File: src/rtl/abpg_pkg.sv
// abpg_pkg: shared types, codes and helpers for the alert buzzer pattern generator.
// No dependencies; imported by the controller, the datapath and the top level.
package abpg_pkg;

    localparam int FLAG_W = 16;
    localparam int TIME_W = 32;
    localparam int DUR_W  = 16;
    localparam int CFG_IDX_W = 3;

    // severity codes
    localparam logic [1:0] SEV_INFO = 2'd0;
    localparam logic [1:0] SEV_WARN = 2'd1;
    localparam logic [1:0] SEV_CRIT = 2'd2;
    localparam logic [1:0] SEV_CRIT_ALT = 2'd3;

    // register indexes
    localparam logic [CFG_IDX_W-1:0] REG_SEVERITY_MAP   = 3'd0;
    localparam logic [CFG_IDX_W-1:0] REG_SHORT_BEEP_MS  = 3'd1;
    localparam logic [CFG_IDX_W-1:0] REG_LONG_BEEP_MS   = 3'd2;
    localparam logic [CFG_IDX_W-1:0] REG_BEEP_GAP_MS    = 3'd3;
    localparam logic [CFG_IDX_W-1:0] REG_BURST_PAUSE_MS = 3'd4;

    // register reset values
    localparam logic [31:0]      RST_SEVERITY_MAP   = 32'd0;
    localparam logic [DUR_W-1:0] RST_SHORT_BEEP_MS  = 16'd120;
    localparam logic [DUR_W-1:0] RST_LONG_BEEP_MS   = 16'd600;
    localparam logic [DUR_W-1:0] RST_BEEP_GAP_MS    = 16'd150;
    localparam logic [DUR_W-1:0] RST_BURST_PAUSE_MS = 16'd2000;

    localparam logic [1:0] CRIT_BEEPS = 2'd3;
    localparam logic [1:0] WARN_BEEPS = 2'd1;

    typedef struct packed {
        logic capture;      // input transfer: latch the item
        logic eval;         // apply flag write, reduce severity
        logic update;       // advance the buzzer pattern
        logic out_load;     // load the output register
        logic out_from_next; // output from this cycle's next state
    } abpg_cmd_t;

    // code three folds onto critical
    function automatic logic [1:0] sev_fold(input logic [1:0] code);
        return (code == SEV_CRIT_ALT) ? SEV_CRIT : code;
    endfunction

    function automatic logic [1:0] beep_count(input logic [1:0] sev);
        logic [1:0] n;
        case (sev)
            SEV_CRIT: n = CRIT_BEEPS;
            SEV_WARN: n = WARN_BEEPS;
            default:  n = 2'd0;
        endcase
        return n;
    endfunction

endpackage

File: src/rtl/abpg_ctrl.sv
// abpg_ctrl: sequencing state machine and output-register valid flag.
// Depends on abpg_pkg (command struct).
module abpg_ctrl (
    input  logic               clk,
    input  logic               rst_n,
    input  logic               in_valid,
    output logic               in_ready,
    output logic               out_valid,
    input  logic               out_ready,
    output abpg_pkg::abpg_cmd_t cmd
);
    import abpg_pkg::*;

    localparam logic [1:0] ST_IDLE = 2'd0;
    localparam logic [1:0] ST_EVAL = 2'd1;
    localparam logic [1:0] ST_UPD  = 2'd2;
    localparam logic [1:0] ST_HOLD = 2'd3;

    logic [1:0] state_reg, state_next;
    logic       out_valid_reg, out_valid_next;
    logic       out_free;
    logic       in_xfer;

    assign out_free = !out_valid_reg || out_ready;
    assign in_ready = (state_reg == ST_IDLE) || ((state_reg == ST_UPD) && out_free);
    assign in_xfer  = in_valid && in_ready;
    assign out_valid = out_valid_reg;

    always_comb
    begin
        state_next = state_reg;
        cmd = '0;
        cmd.capture = in_xfer;
        case (state_reg)
            ST_IDLE:
            begin
                if (in_xfer)
                    state_next = ST_EVAL;
            end
            ST_EVAL:
            begin
                cmd.eval = 1'b1;
                state_next = ST_UPD;
            end
            ST_UPD:
            begin
                cmd.update = 1'b1;
                if (out_free)
                begin
                    cmd.out_load = 1'b1;
                    cmd.out_from_next = 1'b1;
                    state_next = in_xfer ? ST_EVAL : ST_IDLE;
                end
                else
                begin
                    state_next = ST_HOLD;
                end
            end
            ST_HOLD:
            begin
                if (out_free)
                begin
                    cmd.out_load = 1'b1;
                    state_next = ST_IDLE;
                end
            end
            default:
            begin
                state_next = ST_IDLE;
            end
        endcase
    end

    always_comb
    begin
        if (cmd.out_load)
            out_valid_next = 1'b1;
        else if (out_ready)
            out_valid_next = 1'b0;
        else
            out_valid_next = out_valid_reg;
    end

    always_ff @(posedge clk or negedge rst_n)
    begin
        if (!rst_n)
        begin
            state_reg     <= ST_IDLE;
            out_valid_reg <= 1'b0;
        end
        else
        begin
            state_reg     <= state_next;
            out_valid_reg <= out_valid_next;
        end
    end

    a_xfer_to_eval: assert property (@(posedge clk) disable iff (!rst_n)
        in_xfer |=> (state_reg == ST_EVAL))
        else $error("accepted item did not enter evaluation");
    a_eval_to_upd: assert property (@(posedge clk) disable iff (!rst_n)
        (state_reg == ST_EVAL) |=> (state_reg == ST_UPD))
        else $error("evaluation not followed by update");
    a_load_free: assert property (@(posedge clk) disable iff (!rst_n)
        cmd.out_load |-> (!out_valid_reg || out_ready))
        else $error("output overwritten before transfer");
    a_hold_full: assert property (@(posedge clk) disable iff (!rst_n)
        (state_reg == ST_HOLD) |-> out_valid_reg)
        else $error("holding with an empty output register");

endmodule

File: src/rtl/abpg_datapath.sv
// abpg_datapath: config registers, flags, severity reduction, pattern state, output register.
// Depends on abpg_pkg (codes, command struct, helpers).
module abpg_datapath #(
    parameter int ALERT_COUNT = 16
) (
    input  logic                          clk,
    input  logic                          rst_n,
    input  abpg_pkg::abpg_cmd_t           cmd,
    input  logic                          cfg_we,
    input  logic [abpg_pkg::CFG_IDX_W-1:0] cfg_index,
    input  logic [31:0]                   cfg_data,
    input  logic                          mode,
    input  logic [3:0]                    alert_index,
    input  logic                          alert_active,
    input  logic [abpg_pkg::TIME_W-1:0]   now_ms,
    output logic                          buzzer_level,
    output logic [abpg_pkg::FLAG_W-1:0]   active_mask,
    output logic [1:0]                    highest_severity
);
    import abpg_pkg::*;

    // configuration
    logic [31:0]      sev_map_reg;
    logic [DUR_W-1:0] short_reg, long_reg, gap_reg, pause_reg;

    // captured item
    logic              mode_reg;
    logic [3:0]        idx_reg;
    logic              act_reg;
    logic [TIME_W-1:0] now_reg;

    // block state
    logic [FLAG_W-1:0] flags_reg, flags_next;
    logic [1:0]        target_reg, target_next;
    logic [1:0]        pat_reg, pat_next;
    logic [1:0]        beeps_reg, beeps_next;
    logic              snd_reg, snd_next;
    logic [TIME_W-1:0] pend_reg, pend_next;

    logic [TIME_W-1:0] diff;
    logic [TIME_W-1:0] phase_sum;
    logic [DUR_W-1:0]  dur;
    logic              pend_load;
    logic [1:0]        beeps_dec;

    always_ff @(posedge clk or negedge rst_n)
    begin
        if (!rst_n)
        begin
            sev_map_reg <= RST_SEVERITY_MAP;
            short_reg   <= RST_SHORT_BEEP_MS;
            long_reg    <= RST_LONG_BEEP_MS;
            gap_reg     <= RST_BEEP_GAP_MS;
            pause_reg   <= RST_BURST_PAUSE_MS;
        end
        else if (cfg_we)
        begin
            case (cfg_index)
                REG_SEVERITY_MAP:   sev_map_reg <= cfg_data;
                REG_SHORT_BEEP_MS:  short_reg   <= cfg_data[DUR_W-1:0];
                REG_LONG_BEEP_MS:   long_reg    <= cfg_data[DUR_W-1:0];
                REG_BEEP_GAP_MS:    gap_reg     <= cfg_data[DUR_W-1:0];
                REG_BURST_PAUSE_MS: pause_reg   <= cfg_data[DUR_W-1:0];
                default: ;
            endcase
        end
    end

    always_ff @(posedge clk)
    begin
        if (cmd.capture)
        begin
            mode_reg <= mode;
            idx_reg  <= alert_index;
            act_reg  <= alert_active;
            now_reg  <= now_ms;
        end
    end

    // evaluation: flag write, then worst severity over the new flags
    always_comb
    begin
        flags_next = flags_reg;
        if (!mode_reg && ({1'b0, idx_reg} < 5'(ALERT_COUNT)))
            flags_next[idx_reg] = act_reg;
        target_next = SEV_INFO;
        for (int i = 0; i < ALERT_COUNT; i++)
        begin
            if (flags_next[i] && (sev_fold(sev_map_reg[2*i +: 2]) > target_next))
                target_next = sev_fold(sev_map_reg[2*i +: 2]);
        end
    end

    // pattern update, tick items only
    assign diff      = now_reg - pend_reg;
    assign beeps_dec = (beeps_reg != 2'd0) ? beeps_reg - 2'd1 : 2'd0;

    always_comb
    begin
        pat_next   = pat_reg;
        beeps_next = beeps_reg;
        snd_next   = snd_reg;
        pend_next  = pend_reg;
        dur        = pause_reg;
        pend_load  = 1'b0;
        if (mode_reg)
        begin
            if (target_reg == SEV_INFO)
            begin
                snd_next   = 1'b0;
                beeps_next = 2'd0;
                pat_next   = SEV_INFO;
            end
            else if (((target_reg != pat_reg) && (beeps_reg == 2'd0) && !snd_reg)
                     || (!diff[TIME_W-1] && !snd_reg && (beeps_reg == 2'd0)))
            begin
                // new burst; target is warning or critical here, so it sounds
                pat_next   = target_reg;
                beeps_next = beep_count(target_reg);
                snd_next   = 1'b1;
                dur        = (target_reg == SEV_CRIT) ? long_reg : short_reg;
                pend_load  = 1'b1;
            end
            else if (!diff[TIME_W-1])
            begin
                if (snd_reg)
                begin
                    snd_next   = 1'b0;
                    beeps_next = beeps_dec;
                    dur        = (beeps_dec != 2'd0) ? gap_reg : pause_reg;
                    pend_load  = 1'b1;
                end
                else
                begin
                    snd_next  = 1'b1;
                    dur       = (pat_reg == SEV_CRIT) ? long_reg : short_reg;
                    pend_load = 1'b1;
                end
            end
        end
        phase_sum = now_reg + {{(TIME_W-DUR_W){1'b0}}, dur};
        if (pend_load)
            pend_next = phase_sum;
    end

    always_ff @(posedge clk or negedge rst_n)
    begin
        if (!rst_n)
        begin
            flags_reg  <= '0;
            target_reg <= SEV_INFO;
            pat_reg    <= SEV_INFO;
            beeps_reg  <= 2'd0;
            snd_reg    <= 1'b0;
            pend_reg   <= '0;
        end
        else
        begin
            if (cmd.eval)
            begin
                flags_reg  <= flags_next;
                target_reg <= target_next;
            end
            if (cmd.update)
            begin
                pat_reg   <= pat_next;
                beeps_reg <= beeps_next;
                snd_reg   <= snd_next;
                pend_reg  <= pend_next;
            end
        end
    end

    always_ff @(posedge clk)
    begin
        if (cmd.out_load)
        begin
            buzzer_level     <= cmd.out_from_next ? snd_next : snd_reg;
            active_mask      <= flags_reg;
            highest_severity <= target_reg;
        end
    end

endmodule

File: src/rtl/alert_buzzer_pattern_generator.sv
// alert_buzzer_pattern_generator: top level, controller plus datapath.
// Depends on abpg_pkg, abpg_ctrl, abpg_datapath.
//
//  channel | signals                                          | direction
//  --------+--------------------------------------------------+----------
//  in      | in_valid in_ready mode alert_index alert_active  | into block
//          | now_ms                                           |
//  out     | out_valid out_ready buzzer_level active_mask     | out of block
//          | highest_severity                                 |
//  cfg     | cfg_valid cfg_ready cfg_index cfg_data           | into block
//
// Each item passes an evaluation state that applies a flag write and
// reduces the per-alert severities, then an update state that advances
// the buzzer pattern (time compare and phase-end add). A new item can be
// taken in the update state while the output register is free.
// If the output register is still full at the end of an update, the block
// holds the result and stops taking items until the transfer out.
// Reset puts all alert flags and pattern state to zero and the timing
// registers to their defaults; there is no clearing sweep.
// Configuration writes are always taken (cfg_ready is tied high).
module alert_buzzer_pattern_generator #(
    parameter int ALERT_COUNT = 16
) (
    input  logic                           clk,
    input  logic                           rst_n,
    input  logic                           in_valid,
    output logic                           in_ready,
    input  logic                           mode,
    input  logic [3:0]                     alert_index,
    input  logic                           alert_active,
    input  logic [abpg_pkg::TIME_W-1:0]    now_ms,
    output logic                           out_valid,
    input  logic                           out_ready,
    output logic                           buzzer_level,
    output logic [abpg_pkg::FLAG_W-1:0]    active_mask,
    output logic [1:0]                     highest_severity,
    input  logic                           cfg_valid,
    output logic                           cfg_ready,
    input  logic [abpg_pkg::CFG_IDX_W-1:0] cfg_index,
    input  logic [31:0]                    cfg_data
);
    import abpg_pkg::*;

    abpg_cmd_t cmd;

    // writes land on the same edge as the transfer
    assign cfg_ready = 1'b1;

    abpg_ctrl u_ctrl (
        .clk       (clk),
        .rst_n     (rst_n),
        .in_valid  (in_valid),
        .in_ready  (in_ready),
        .out_valid (out_valid),
        .out_ready (out_ready),
        .cmd       (cmd)
    );

    abpg_datapath #(
        .ALERT_COUNT (ALERT_COUNT)
    ) u_datapath (
        .clk              (clk),
        .rst_n            (rst_n),
        .cmd              (cmd),
        .cfg_we           (cfg_valid && cfg_ready),
        .cfg_index        (cfg_index),
        .cfg_data         (cfg_data),
        .mode             (mode),
        .alert_index      (alert_index),
        .alert_active     (alert_active),
        .now_ms           (now_ms),
        .buzzer_level     (buzzer_level),
        .active_mask      (active_mask),
        .highest_severity (highest_severity)
    );

endmodule
File: config.mk
export PLATFORM = sky130hd
export DESIGN_NAME = alert_buzzer_pattern_generator
export DESIGN_NICKNAME = d
export VERILOG_FILES = /design/src/rtl/abpg_pkg.sv /design/src/rtl/abpg_ctrl.sv /design/src/rtl/abpg_datapath.sv /design/src/rtl/alert_buzzer_pattern_generator.sv
export SDC_FILE = /design/constraint.sdc
export NUM_CORES = 1
export LEC_CHECK = 0
export ABC_AREA = 1
export CORE_MARGIN = 5
export CORE_UTILIZATION = 28
export DETAILED_ROUTE_END_ITERATION = 8
export DONT_BUFFER_PORTS = 1
export MAX_ROUTING_LAYER = met4
export PLACE_DENSITY = 0.48
export SLEW_MARGIN = 20
export SYNTH_ARGS = -nofsm -noshare
export SYNTH_HDL_FRONTEND = slang
export SYNTH_SLANG_ARGS = --single-unit
File: constraint.sdc
create_clock -name clk -period 27 [get_ports clk]
set_input_delay 5.4 -clock clk [delete_from_list [all_inputs] [get_ports clk]]
set_output_delay 5.4 -clock clk [all_outputs]
set_load 0.01 [all_outputs]
==> results of run 1 <==
per-stage QoR:
step	instances	area, um^2
finish	1913	13100
global route	1913	13100
CTS	1911	13100
detailed placement	1863	12300
global placement	1863	12300
floorplan	1372	11700
path summary, 6_finish.rpt:
path / endpoint / depth (start not counted) / startpoint
setup reg to reg: u_datapath.target_reg[1] / 101 / u_datapath.act_reg
min in group asynchronous: u_datapath.pend_reg[11] / 0 / rst_n
hold / removal: u_datapath.active_mask[1] / 0 / u_datapath.flags_reg[1]
hold reg to reg: u_datapath.active_mask[1] / 0 / u_datapath.flags_reg[1]
max in group asynchronous: u_datapath.long_reg[9] / 0 / rst_n
setup / recovery: u_datapath.target_reg[1] / 101 / u_datapath.act_reg
cells in the final DEF, fill, tap and decap left out, drive strengths merged, types with 18 or more instances in the layout:
cell type  Yosys  layout
a21oi         80      80
clkbuf        48      37
dfrtp        136     136
dfstp         18      18
edfxtp        57      57
ha            67      67
inv          165     164
nand2        288     288
nand3         47      47
nand4         22      22
nor2          90      90
o211ai        26      26
o21ai        202     202
Yosys cell counts (4+ instances only):
cell type | instances | share of area (%)
and2_1 | 8 | 0.43
ha_1 | 67 | 7.2
nand2_1 | 282 | 9.0
clkbuf_1 | 48 | 1.5
xnor2_1 | 16 | 1.2
o21bai_1 | 4 | 0.26
nand4_1 | 20 | 1.1
clkinv_1 | 4 | 0.13
nand2_2 | 5 | 0.27
mux2_2 | 9 | 0.87
a22oi_1 | 8 | 0.51
inv_2 | 5 | 0.16
edfxtp_1 | 57 | 15
or2_2 | 4 | 0.21
nand3_1 | 45 | 1.9
nor3_1 | 8 | 0.34
a21o_1 | 4 | 0.26
o22ai_1 | 5 | 0.27
dfstp_2 | 18 | 4.0
o31ai_1 | 7 | 0.45
xor2_1 | 11 | 0.82
a31oi_1 | 7 | 0.37
nor2_2 | 6 | 0.32
o211ai_1 | 26 | 1.7
nor2b_1 | 4 | 0.21
a21oi_1 | 78 | 3.3
o21ai_0 | 191 | 8.2
dfrtp_1 | 136 | 29
inv_1 | 160 | 5.1
o21ai_2 | 5 | 0.37
o21ai_1 | 6 | 0.26
nor2_1 | 83 | 2.7
mux2i_1 | 5 | 0.43
worst reg2reg max path, delay by kind of cell (launching register included):
| kind | cells | cell delay, ps |
|---|---|---|
| compound gates | 17 | 2430 |
| fa+ha+maj | 15 | 4170 |
| buf+inv | 13 | 880 |
| flops | 1 | 510 |
| simple gates | 56 | 6370 |
power groups by stage:
stage	sequential (mW)	combinational, mW	clock (mW)
4_1_cts	0.493	0.776	0.348
6_report	0.490	0.772	0.335
3_3_place_gp	0.496	0.750	0
3_5_place_dp	0.497	0.772	0
5_1_grt	0.502	0.884	0.359
2_1_floorplan	0.473	0.593	0
kinds of logic after synthesis:
kind of cell,synth area share (%)
flip-flops,47.8
multiplexers,1.29
XOR/XNOR,2.02
AO/OA/AOI/OAI,17.0
adder cells (fa/ha/maj),7.34
buffers and inverters,7.11
other,0.0321
AND/OR/NAND/NOR,17.5
layer usage:
metal  GRT usage (%)  up-vias
li1                -     4605
met1            18.6     4338
met2            20.8      189
met3            3.43       37
met4            2.94        0
met5               -        -
layout make-up:
class                      count  area, um^2
inverter                     170         639
antenna                        2        5.00
tap                          532         666
timing repair buffer           9        67.6
fill                        4391       28000
sequential                   211        5590
clock inverter                11        63.8
clock buffer                  37         764
multi-input combinational    941        5310
==> impl_metrics.py, run 1 <==
metrics = {
    "critical_path": {
        "crit_slowest_cell": "edfxtp_1",
        "cp_common_cell": "nand2_1",
        "cp_data_arrival_time_ps": 14950,
        "endpoint_kind": "flop",
        "crit_family": "simple AND/OR/NAND/NOR gates",
        "path_class": "reg -> reg",
        "required_ps": 27420,
        "crit_fanout": 10,
        "critPathMaxStageDelay_ps": 510,
        "crit_buf_inv": 13,
        "rrSetupSlack_ps": 12470,
        "cp-start-kind": "flop",
    },
    "sta": {
        "relSlewSlack_pct": 29.3,
        "fmax_mhz": 68.8,
        "skew_ps": 19.0,
        "setup_tns_ps": 0,
        "hold_viol": 0,
        "drv_slew": 0,
        "period_minus_slack_ps": 14530,
        "tightest_slew_ps": 1060,
        "hold_slack_ps": 473,
        "setup_slack_ps": 12470,
        "rsz0062_at_grt": "no",
        "finalSetupViolations": 0,
        "final.period_utilization_pct": 53.8,
    },
    "power_and_ir_drop": {
        "irDropWorstVdd_mv": 0.0537,
        "internal-power_mw": 0.908,
        "power_frac_seq_pct": 30.7,
        "pwr-share-clk_pct": 21.0,
        "power_density_mw_per_mm2": 122,
        "swShare_pct": 43.1,
        "p_switching_mw": 0.689,
        "leakage_nw": 5.86,
        "p_comb_share_pct": 48.3,
        "p_total_mw": 1.60,
    },
    "floorplanning": {
        "rows": 74,
        "fp.dieH_um": 214,
        "core_region_area_mm2": 0.0411,
        "die-area_mm2": 0.0460,
        "die_w_um": 214,
        "io_pins": 100,
        "initial_core_util_pct": 28.5,
    },
    "placement": {
        "post-dp-hpwl_um": 21700,
        "portBuffers": 0,
        "pre_cts_slack_ps": 12460,
        "gp_congestion": 0.816,
    },
    "cells_and_area": {
        "area_growth_pct": 12.0,
        "final_util_pct": 31.9,
        "nets": 1505,
        "drive_above_1_share_pct": 8.41,
    },
    "logic_synthesis": {
        "synth-edff-count": 57,
        "synth_fp_nets": 1518,
        "ys_seq_area_share_pct": 47.8,
        "syn_avg_cell_area_um2": 8.53,
        "syn-instance-count": 1372,
        "syn_area_mm2": 0.0117,
        "ys_ff_latch": 211,
        "yosysWarnings": 0,
        "synthArstFlopShare_pct": 73.0,
        "synth_cell_type_count": 56,
        "dominantRegCellSynth": "dfrtp_1",
    },
    "clock_network": {
        "path_clk_slew_ps": 60,
        "holdBufCountCts": 0,
        "cts_max_level": 1,
        "cts_tree": "built",
        "clock_path_buffers": 3,
        "post_cts_buffers": 0,
        "cts-root-buf": "clkbuf_16",
        "numCtsBuffers": 26,
        "cts_sinks": 211,
        "clock_latency_ps": 550,
        "cts_resized": 0,
    },
    "grt": {
        "grt_overflow": 0,
        "grt_antenna_before_repair": 2,
        "grt_max_degree": 155,
        "grt_pass1_wl_um": 49600,
        "grt_pass1_vias": 8748,
        "grt_usage_pct": 13.7,
    },
    "route": {
        "dr.pass1.iters": 5,
        "drt-initial-drc-count": 665,
        "ant_nets": 0,
        "routedWlPerCell_um": 16.5,
        "wl_met3_um": 1990,
        "drc": 0,
        "wirelength_um": 31500,
        "wl_met2_um": 13900,
        "vias_per_cell": 4.79,
        "dr.max_layer_used": "met4",
        "met1_length_um": 15000,
        "vias": 9169,
    },
    "job": {
        "cap_violations": 0,
    },
    "worst_hold_path": {
        "min_path_type": "reg -> reg",
    },
    "outcome": {
        "outcome": "finished, final reports clean",
    },
}
Note: power is estimated with default switching activity, not from simulation.
==> inputs of run 2 (changes only) <==
--- a/config.mk
+++ b/config.mk
@@ -11,7 +11,7 @@
 export DETAILED_ROUTE_END_ITERATION = 8
 export DONT_BUFFER_PORTS = 1
 export MAX_ROUTING_LAYER = met4
-export PLACE_DENSITY = 0.48
+export PLACE_DENSITY = 0.5
 export SLEW_MARGIN = 20
 export SYNTH_ARGS = -nofsm -noshare
 export SYNTH_HDL_FRONTEND = slang
==> constraint.sdc (replaced) <==
create_clock -name clk -period 13.3 [get_ports clk]
set_input_delay 2.66 -clock clk [delete_from_list [all_inputs] [get_ports clk]]
set_output_delay 2.66 -clock clk [all_outputs]
set_load 0.01 [all_outputs]
==> impl_metrics.py, run 2 (synthesis gave the netlist of run 1 again) <==
metrics = {
    "outcome": {
        "outcome": "finished, final reports clean",
    },
    "route": {
        "drc": 0,
        "vias": 9625,
        "ant_nets": 0,
        "vias_per_cell": 4.82,
        "wirelength_um": 33100,
        "drt-initial-drc-count": 732,
        "routedWlPerCell_um": 16.6,
        "dr.pass1.iters": 5,
    },
    "floorplanning": {
        "die_w_um": 214,
        "io_pins": 100,
        "die-area_mm2": 0.0460,
        "fp.dieH_um": 214,
        "initial_core_util_pct": 28.5,
        "rows": 74,
        "core_region_area_mm2": 0.0411,
    },
    "sta": {
        "period_minus_slack_ps": 13150,
        "fmax_mhz": 76.0,
        "drv_slew": 0,
        "hold_slack_ps": 465,
        "skew_ps": 16.2,
        "final.period_utilization_pct": 98.9,
        "relSlewSlack_pct": 27.0,
        "tightest_slew_ps": 1090,
        "setup_tns_ps": 0,
        "hold_viol": 0,
        "rsz0062_at_grt": "yes",
        "finalSetupViolations": 0,
    },
    "worst_hold_path": {
        "min_path_type": "reg -> reg",
        "hp-start": "u_datapath.flags_reg[1]",
    },
    "critical_path": {
        "critPathMaxStageDelay_ps": 410,
        "crit_slowest_cell": "edfxtp_1",
        "crit_path_start": "u_datapath.mode_reg",
        "crit_fanout": 3,
        "crit_buf_inv": 16,
        "cp_data_arrival_time_ps": 13580,
        "cp-start-kind": "flop",
        "crit_family": "simple AND/OR/NAND/NOR gates",
        "r2r-start": "u_datapath.mode_reg",
        "required_ps": 13730,
        "path_class": "reg -> reg",
        "endpoint_kind": "flop",
    },
    "power_and_ir_drop": {
        "power_density_mw_per_mm2": 283,
        "power_frac_seq_pct": 24.8,
        "pwr-share-clk_pct": 17.0,
        "leakage_nw": 6.32,
        "p_comb_share_pct": 58.2,
        "internal-power_mw": 2.34,
        "p_switching_mw": 1.67,
        "swShare_pct": 41.6,
        "irDropWorstVdd_mv": 0.141,
    },
    "cells_and_area": {
        "drive_above_1_share_pct": 19.8,
        "area_growth_pct": 21.4,
        "final_cell_mix": "nand2_1, o21ai_0, inv_1",
        "fin_area_mm2": 0.0142,
        "final_common_cell": "nand2_1",
        "fillers": 4254,
        "final_util_pct": 34.5,
        "multi_input_area_mm2": 0.00580,
        "nets": 1584,
        "seq_area_mm2": 0.00559,
        "instances_no_fill": 1995,
    },
    "clock_network": {
        "holdBufCountCts": 0,
        "clock_latency_ps": 540,
        "cts_tree": "built",
        "clock_path_buffers": 3,
        "numCtsBuffers": 26,
        "cts-root-buf": "clkbuf_16",
        "cts_sinks": 211,
        "cts_max_level": 1,
        "path_clk_slew_ps": 60,
    },
    "placement": {
        "portBuffers": 0,
        "gp_congestion": 0.829,
        "placedCellCount": 1905,
        "placed_area_mm2": 0.0126,
        "post-dp-hpwl_um": 22100,
    },
    "grt": {
        "grt_pass1_vias": 9386,
        "grt_pass1_wl_um": 52100,
        "grt_max_degree": 155,
        "grt_overflow": 0,
        "grt_usage_pct": 14.3,
        "grt_antenna_before_repair": 5,
    },
    "job": {
        "cap_violations": 0,
    },
}
-- run 2: cell types whose count changed in the layout (fill, tap and decap cells not counted), sizes merged --
cell	delta
buf	+79
clkinv	-6
clkbuf	+5
diode	+3
clkinvlp	+1
-- run 2: worst paths after layout --
path | end | slack [ps] | depth (start not counted)
hold / removal | u_datapath.active_mask[1] | 460 | 0
max in group asynchronous | u_datapath.pause_reg[7] | 11150 | 0
hold reg to reg | u_datapath.active_mask[1] | 460 | 0
setup reg to reg | u_datapath.target_reg[1] | 150 | 102
min in group asynchronous | u_datapath.flags_reg[14] | 1830 | 0
setup / recovery | u_datapath.target_reg[1] | 150 | 102
-- run 2: power groups by stage --
stage	Clock (mW)	Combinational, mW	Sequential (mW)
finish	0.681	2.34	0.995
global route	0.728	2.61	1.02
CTS	0.703	1.95	0.996
detailed placement	0	1.72	1.01
global placement	0	1.67	1.00
floorplan	0	1.20	0.961
-- run 2: repair_timing --
| item | CTS | global route |
|---|---|---|
| cloned | 0 | 0 |
| buffers inserted | 30 | 10 |
| endpoints found under the setup margin | 2 | 2 |
| pin swaps | 50 | 90 |
| gates resized for setup | 33 | 85 |
| endpoints found under the hold margin | 0 | 0 |
-- run 2: through the flow --
step                      power, mW  setup WS, ps
after floorplan                2.17          98.8
after global placement         2.68          -374
after detailed placement       2.73          -969
after CTS                      3.65         0.440
after global routing           4.36          -777
final                          4.01           146
-- run 2: layout make-up --
cell class,instances,area share [%]
antenna,5,0.0881
timing repair buffer,88,4.70
clock buffer,42,5.51
clock inverter,6,0.273
inverter,170,4.54
multi-input combinational,941,40.9
sequential,211,39.3
tap,532,4.69
-- run 2: metal layers --
| layer | share of wire [%] | GRT usage (%) |
|---|---|---|
| met4 | 2.1 | 3.05 |
| met1 | 46 | 19.1 |
| met2 | 45 | 22.3 |
| met5 | 0 | - |
| met3 | 6.1 | 3.39 |
